## src/design/text_console_line_editor_core_macros.svh

```systemverilog
// Assertion helpers for the console line editor datapath.
`ifndef TEXT_CONSOLE_LINE_EDITOR_CORE_MACROS_SVH
`define TEXT_CONSOLE_LINE_EDITOR_CORE_MACROS_SVH

`ifndef ASSERT_OFF
// clocked on clk, switched off while rst_n is low
`define TCLE_ASSERT_RST(label, prop, msg) \
    label: assert property (@(posedge clk) disable iff (!rst_n) prop) else $error(msg);
// clocked on clk, also checked during reset
`define TCLE_ASSERT(label, prop, msg) \
    label: assert property (@(posedge clk) prop) else $error(msg);
`else
`define TCLE_ASSERT_RST(label, prop, msg)
`define TCLE_ASSERT(label, prop, msg)
`endif

`endif

```

## src/design/tcle_pkg.sv

```systemverilog
package tcle_pkg;

    localparam int COLUMNS_DEF    = 160;
    localparam int STORE_ROWS_DEF = 128;

    localparam int VIS_W      = 7;
    localparam int HIST_W     = 8;
    localparam int CFG_IDX_W  = 2;
    localparam int CFG_DATA_W = 8;
    localparam int VIS_MAX    = 64;

    localparam logic [VIS_W-1:0]  VIS_RESET  = 7'd24;
    localparam logic [HIST_W-1:0] HIST_RESET = 8'd100;

    localparam logic [7:0] CH_LF    = 8'd10;
    localparam logic [7:0] CH_CR    = 8'd13;
    localparam logic [7:0] CH_BS    = 8'd8;
    localparam logic [7:0] CH_DEL   = 8'd127;
    localparam logic [7:0] CH_SPACE = 8'd32;

    typedef enum logic [1:0] {
        KIND_PUT  = 2'd0,
        KIND_UP   = 2'd1,
        KIND_DOWN = 2'd2,
        KIND_READ = 2'd3
    } kind_t;

    typedef enum logic [CFG_IDX_W-1:0] {
        REG_VISIBLE = 2'd0,
        REG_HISTORY = 2'd1
    } cfg_reg_t;

    typedef struct packed {
        kind_t      kind;
        logic [7:0] char_code;
        logic [5:0] view_row;
        logic [7:0] column;
    } in_item_t;

    typedef struct packed {
        logic [7:0] cursor_col;
        logic [5:0] cursor_row;
        logic [6:0] view_base;
        logic [7:0] cell_char;
        logic       at_cursor;
    } out_item_t;

    typedef enum logic [4:0] {
        ST_CLEAR, ST_IDLE, ST_DECODE, ST_CELL, ST_NL,
        ST_SH_RD, ST_SH_WR, ST_SH_BL, ST_BS,
        ST_DEL_RD, ST_DEL_WR, ST_DEL_NX, ST_DEL_FIRST,
        ST_SC_RD, ST_SC_CHK, ST_MG_CHK, ST_MG_FIRST, ST_DONE
    } ctrl_state_t;

    typedef enum logic [4:0] {
        CMD_NOP, CMD_CLEAR, CMD_LOAD, CMD_SCROLL_UP, CMD_SCROLL_DN,
        CMD_CELL_RD, CMD_CELL_CAP, CMD_PUT, CMD_NL,
        CMD_SH_RD, CMD_SH_WR, CMD_SH_BL,
        CMD_BS_MID, CMD_BS_COL0,
        CMD_DEL_RD, CMD_DEL_BL, CMD_DEL_WR, CMD_DEL_NX, CMD_DEL_FIRST,
        CMD_SC_RD, CMD_SC_STEP, CMD_TAIL_WR, CMD_MERGE_SET,
        CMD_MG_RD, CMD_MG_WR, CMD_EMIT
    } dp_cmd_t;

    typedef struct packed {
        logic  clear_last;
        kind_t kind;
        logic  is_nl;
        logic  is_bs;
        logic  in_range;
        logic  put_wrap;
        logic  nl_shift;
        logic  sh_copy;
        logic  sh_last;
        logic  bs_mid;
        logic  bs_top;
        logic  del_shift;
        logic  del_last_row;
        logic  rdata_blank;
        logic  i_zero;
        logic  mg_go;
        logic  out_full;
    } dp_status_t;

endpackage

```

## src/design/tcle_ctrl.sv

```systemverilog
module tcle_ctrl (
    input  logic                 clk,
    input  logic                 rst_n,
    input  logic                 in_valid,
    output logic                 in_ready,
    input  tcle_pkg::dp_status_t status,
    output tcle_pkg::dp_cmd_t    cmd
);
    import tcle_pkg::*;

    ctrl_state_t state_reg, state_next;
    logic        ctx_merge_reg, ctx_merge_next;  // scan feeds a row merge
    logic        ret_merge_reg, ret_merge_next;  // delete returns to the merge loop

    always_ff @(posedge clk or negedge rst_n)
    begin
        if (!rst_n)
        begin
            state_reg     <= ST_CLEAR;
            ctx_merge_reg <= 1'b0;
            ret_merge_reg <= 1'b0;
        end
        else
        begin
            state_reg     <= state_next;
            ctx_merge_reg <= ctx_merge_next;
            ret_merge_reg <= ret_merge_next;
        end
    end

    always_comb
    begin
        state_next     = state_reg;
        ctx_merge_next = ctx_merge_reg;
        ret_merge_next = ret_merge_reg;
        cmd            = CMD_NOP;
        in_ready       = 1'b0;
        case (state_reg)
            ST_CLEAR:
            begin
                cmd = CMD_CLEAR;
                if (status.clear_last) state_next = ST_IDLE;
            end
            ST_IDLE:
            begin
                in_ready = 1'b1;
                if (in_valid)
                begin
                    cmd        = CMD_LOAD;
                    state_next = ST_DECODE;
                end
            end
            ST_DECODE:
            begin
                case (status.kind)
                    KIND_PUT:
                    begin
                        if (status.is_nl) state_next = ST_NL;
                        else if (status.is_bs) state_next = ST_BS;
                        else
                        begin
                            cmd        = CMD_PUT;
                            state_next = status.put_wrap ? ST_NL : ST_DONE;
                        end
                    end
                    KIND_UP:
                    begin
                        cmd        = CMD_SCROLL_UP;
                        state_next = ST_DONE;
                    end
                    KIND_DOWN:
                    begin
                        cmd        = CMD_SCROLL_DN;
                        state_next = ST_DONE;
                    end
                    KIND_READ:
                    begin
                        if (status.in_range)
                        begin
                            cmd        = CMD_CELL_RD;
                            state_next = ST_CELL;
                        end
                        else state_next = ST_DONE;
                    end
                    default: state_next = ST_DONE;
                endcase
            end
            ST_CELL:
            begin
                cmd        = CMD_CELL_CAP;
                state_next = ST_DONE;
            end
            ST_NL:
            begin
                cmd        = CMD_NL;
                state_next = status.nl_shift ? ST_SH_RD : ST_DONE;
            end
            ST_SH_RD:
            begin
                if (status.sh_copy)
                begin
                    cmd        = CMD_SH_RD;
                    state_next = ST_SH_WR;
                end
                else state_next = ST_SH_BL;
            end
            ST_SH_WR:
            begin
                cmd        = CMD_SH_WR;
                state_next = ST_SH_RD;
            end
            ST_SH_BL:
            begin
                cmd = CMD_SH_BL;
                if (status.sh_last) state_next = ST_DONE;
            end
            ST_BS:
            begin
                if (status.bs_mid)
                begin
                    cmd            = CMD_BS_MID;
                    ret_merge_next = 1'b0;
                    state_next     = ST_DEL_RD;
                end
                else if (status.bs_top) state_next = ST_DONE;
                else
                begin
                    cmd            = CMD_BS_COL0;
                    ctx_merge_next = 1'b1;
                    state_next     = ST_SC_RD;
                end
            end
            ST_DEL_RD:
            begin
                if (status.del_shift)
                begin
                    cmd        = CMD_DEL_RD;
                    state_next = ST_DEL_WR;
                end
                else
                begin
                    cmd        = CMD_DEL_BL;
                    state_next = ST_DEL_NX;
                end
            end
            ST_DEL_WR:
            begin
                cmd        = CMD_DEL_WR;
                state_next = ST_DEL_RD;
            end
            ST_DEL_NX:
            begin
                if (status.del_last_row)
                    state_next = ret_merge_reg ? ST_MG_CHK : ST_DONE;
                else
                begin
                    cmd        = CMD_DEL_NX;
                    state_next = ST_DEL_FIRST;
                end
            end
            ST_DEL_FIRST:
            begin
                if (status.rdata_blank)
                    state_next = ret_merge_reg ? ST_MG_CHK : ST_DONE;
                else
                begin
                    cmd            = CMD_DEL_FIRST;
                    ctx_merge_next = 1'b0;
                    state_next     = ST_SC_RD;
                end
            end
            ST_SC_RD:
            begin
                cmd        = CMD_SC_RD;
                state_next = ST_SC_CHK;
            end
            ST_SC_CHK:
            begin
                if (!status.rdata_blank || status.i_zero)
                begin
                    if (ctx_merge_reg)
                    begin
                        cmd        = CMD_MERGE_SET;
                        state_next = ST_MG_CHK;
                    end
                    else
                    begin
                        cmd        = CMD_TAIL_WR;
                        state_next = ST_DEL_RD;
                    end
                end
                else
                begin
                    cmd        = CMD_SC_STEP;
                    state_next = ST_SC_RD;
                end
            end
            ST_MG_CHK:
            begin
                if (status.mg_go)
                begin
                    cmd        = CMD_MG_RD;
                    state_next = ST_MG_FIRST;
                end
                else state_next = ST_DONE;
            end
            ST_MG_FIRST:
            begin
                if (status.rdata_blank) state_next = ST_DONE;
                else
                begin
                    cmd            = CMD_MG_WR;
                    ret_merge_next = 1'b1;
                    state_next     = ST_DEL_RD;
                end
            end
            ST_DONE:
            begin
                if (!status.out_full)
                begin
                    cmd        = CMD_EMIT;
                    state_next = ST_IDLE;
                end
            end
            default: state_next = ST_IDLE;
        endcase
    end

endmodule

```

## config.mk

```make
export PLATFORM = sky130hd
export DESIGN_NAME = tcle_ctrl
export DESIGN_NICKNAME = d
export VERILOG_FILES = /design/src/design/text_console_line_editor_core_macros.svh /design/src/design/tcle_pkg.sv /design/src/design/tcle_ctrl.sv
export SDC_FILE = /design/constraint.sdc
export NUM_CORES = 1
export LEC_CHECK = 0
export BUFFER_PORTS_ARGS = -buffer_cell sky130_fd_sc_hd__buf_2
export CAP_MARGIN = 10
export CORE_AREA = 3 3 48 50
export DETAILED_ROUTE_END_ITERATION = 16
export DIE_AREA = 0 0 51 53
export PLACE_DENSITY = 0.81
export SYNTH_ARGS = -nofsm -noshare
export SYNTH_HDL_FRONTEND = slang
export SYNTH_SLANG_ARGS = --single-unit
```

## constraint.sdc

```tcl
create_clock -name clk -period 2.9 [get_ports clk]
set_input_delay 0.29 -clock clk [delete_from_list [all_inputs] [get_ports clk]]
set_output_delay 0.29 -clock clk [all_outputs]
set_load 0.02 [all_outputs]
```

==> metrics.md <==
| Metric | Value |
|---|---|
| Status | `complete, no violations` |
| Clock buffer count from CTS | `3` |
| DR iter-0 viols | `78` |
| Routed vias | `1,310` |
| Synth Cell Area | `1061 sq um` |
| Die Wd | `51 microns` |
| Row cnt | `16` |
| Vias per cell | `6.390` |
| XOR/XNOR Fraction of Synth Area | `0%` |
| Ys async rst share | `100.0%` |
| FF-to-FF setup slack | `910 ps` |
| Startpoint types | `flop` |
| Post-DP Area | `1184 sq um` |
| CP max FO | `16` |
| Synth warn | `0` |
| Synth Flop Type | `dfrtp_1` |
| Post-Synth Adder-Cell Area | `4.717%` |
| Hold path start | `status[17]` |
| Fmax | `0.3992 GHz` |
| Largest family of logic cells by synthesized area | `simple AND/OR/NAND/NOR gates` |
| Die area | `2703 sq um` |
| Clock root cell | `clkbuf_4` |
| Synth Net Count | `181` |
| Skew final | `2.340 ps` |
| CTS max path bufs | `2` |
| Peak VDD IR | `584.5 uV` |
| Clk slew on worst S/H paths | `50 ps` |
| Die H | `53 microns` |
| DR DRC count | `0` |
| Beginning of the worst register-to-register path | `state_reg[0]` |
| Max_cap viols | `0` |
| Data arrival time of the critical path | `2210 ps` |
| Largest register FFs | `5` |
| CTS Sinks | `7` |
| CP required | `2610 ps` |
| WHS Endpoint | `state_reg[0]` |
| TritonCTS clock tree | `built` |
| Relative slew slack | `61.32%` |
| Top-count cell post-synth | `nor2_1` |
| Gp weighted congestion | `0.9837` |
| N_diodes | `0` |
| Detail Route Antenna Nets | `0` |
| Total negative slack | `0 ps` |
| Initial Utilization | `54.64%` |
| Largest cells by area after synthesis | `dfrtp_1 17%, a21oi_1 9.4%, nor2_1 7.8%` |
| P&R area growth vs syn | `14.98%` |
| Post-route total power | `1.217 mW` |
| Final wirelength | `3.182 mm` |
| Final min period | `2505 ps` |
| FF-to-FF path depth | `5` |
| Post-layout instance count excluding filler cells | `205` |
| Mux share of post-synthesis cell area | `0%` |
| Layout cells sized above 1 | `19.10%` |
| First-pass GRT wire length | `5.133 mm` |
| Drt pass-1 iters | `4` |
| Power per cell area | `997.3 nW/um^2` |
| Unrepaired setup endpoints after global routing | `false` |
| Slowest cell on the critical path | `dfrtp_1` |
| Crit path largest cell delay | `650 ps` |
| Slew Viols, Final | `0` |
| CP Class | `reg -> out` |
| CTS Hold Bufs | `1` |
| Initial antenna violation count | `0` |
| Share of synthesized area occupied by flip-flops and latches | `16.51%` |
| Simple-gate share of the synthesized area | `37.15%` |
| Hold crit path type | `in -> reg` |
| Yosys top cell area share | `16.51%` |
| Synthesized flop and latch total | `7` |
| Core area | `1942 sq um` |
| Pleak | `0.5280 nW` |
| Global Route Usage Sum | `24.58%` |
| Reg2Reg Capture Point | `state_reg[4]` |
| Vias in the first global route | `1,172` |
| Final nets | `204` |
| Final Setup Violations | `0` |
| Postcts setup bufs | `0` |
| GRT overflow | `0` |
| Crit path max-delay family | `simple AND/OR/NAND/NOR gates` |
| Avg Synthesized Cell Area | `6.801 sq um` |
| Hold Path Depth | `3` |
| Fin. Hold Viols | `0` |
| Wire per inst | `15.52 microns` |
| Worst slew pin tran | `580.1 ps` |
| Post-synth EDFFs | `0` |
| CP endpoint kind | `primary output` |
| Post-Synthesis Cells | `156` |
| CTS H-Tree Depth | `1` |
| DP HPWL | `2.511 mm` |
| IO Count | `27` |
| Synth Area in Compound Gates | `33.84%` |
| Clock Latency Late Sink | `250 ps` |
| Synth area leader | `dfrtp_1` |
| Crit-path cells | `nand2b_1 > or3_1 > nor2_1 > a311oi_1 > o21ai_0 > buf_2` |
| Distinct cells, synth | `49` |
| Largest net degree at the start of global routing | `20` |
| Port Buffer Count | `26` |
| Final Cycle Share | `86.37%` |
| Fin area | `1220 sq um` |
| Placed Cells | `200` |
| Post-synth top cells | `22 x nor2_1, 20 x a21oi_1, 11 x nand2_1, 9 x buf_2, 8 x inv_1` |
| PostCTS Resize Cnt | `0` |
| Critical path buffer and inverter count | `1` |
[metrics by stage]
step | utilization (%) | hold slack (ps) | worst slack [ps]
after CTS | 62.82 | 278.6 | 440.0
final | 62.82 | 288.7 | 395.2
after floorplan | - | -5.591 | 1028
after global placement | 60.95 | 133.9 | 759.0
after detailed placement | 60.95 | 130.4 | 710.6
after global routing | 62.82 | 286.7 | 318.4
[per-layer routing]
metal / share of wire [%] / global-route usage (%)
met4: 2.4 / 8.072
met1: 42 / 32.59
met2: 47 / 40.34
met5: 0 / 0
met3: 9.0 / 3.944
[area by class of cell]
class                   count  area [sq um]
well taps                  27         33.78
multi-input cells         130         803.3
fillers                   190         721.9
inverters                   9         33.78
clock buffers               4         26.28
flip-flops and latches      7         175.2
repair buffers             28         147.6
[worst max-delay path by stage]
| stage | start | end | slack (ps) | cells after the start |
|---|---|---|---|---|
| 2_1_floorplan | state_reg[2] | cmd[4] | 1030 | 5 |
| 5_1_grt | state_reg[3] | cmd[0] | 320 | 6 |
| 3_5_place_dp | state_reg[3] | cmd[0] | 710 | 6 |
| 6_report | state_reg[3] | cmd[4] | 400 | 6 |
| 3_3_place_gp | state_reg[3] | cmd[0] | 760 | 6 |
| 4_1_cts | state_reg[3] | cmd[0] | 440 | 6 |
[worst reg2reg max path: stages, from the launching register on]
cell and delay [ps]:
dfrtp_1 580, buf_4 290, a2111oi_0 390, o32a_1 280, a31oi_1 60, a221o_1 270
[layout by cell type (no fill, tap or decap), types with 2 or more instances in the layout]
master / n
a211oi_1: 2
a21oi_1: 20
a22o_1: 3
a31oi_1: 3
buf_2: 26
clkbuf_4: 3
dfrtp_1: 7
ha_1: 4
inv_1: 8
nand2_1: 11
nand2b_1: 6
nand3_1: 6
nand4b_1: 2
nor2_1: 22
nor2b_1: 6
nor3_1: 4
nor4_1: 3
o211ai_1: 2
o21ai_0: 4
o21ai_1: 2
o22ai_1: 2
or3_1: 2
[power breakdown]
group | switching [mW] | internal, mW
clock network | 0.0333 | 0.0523
logic | 0.483 | 0.348
registers | 0.157 | 0.142
[cells by family (layout without fill, tap and decap cells)]
kind of cell / after synthesis / in the layout
AOI/OAI and AO/OA: 54 / 54
buffers and inverters: 19 / 41
and+or+nand+nor: 72 / 72
DFF: 7 / 7
adders and majority gates: 4 / 4
Power figures use the tool's default switching activity.
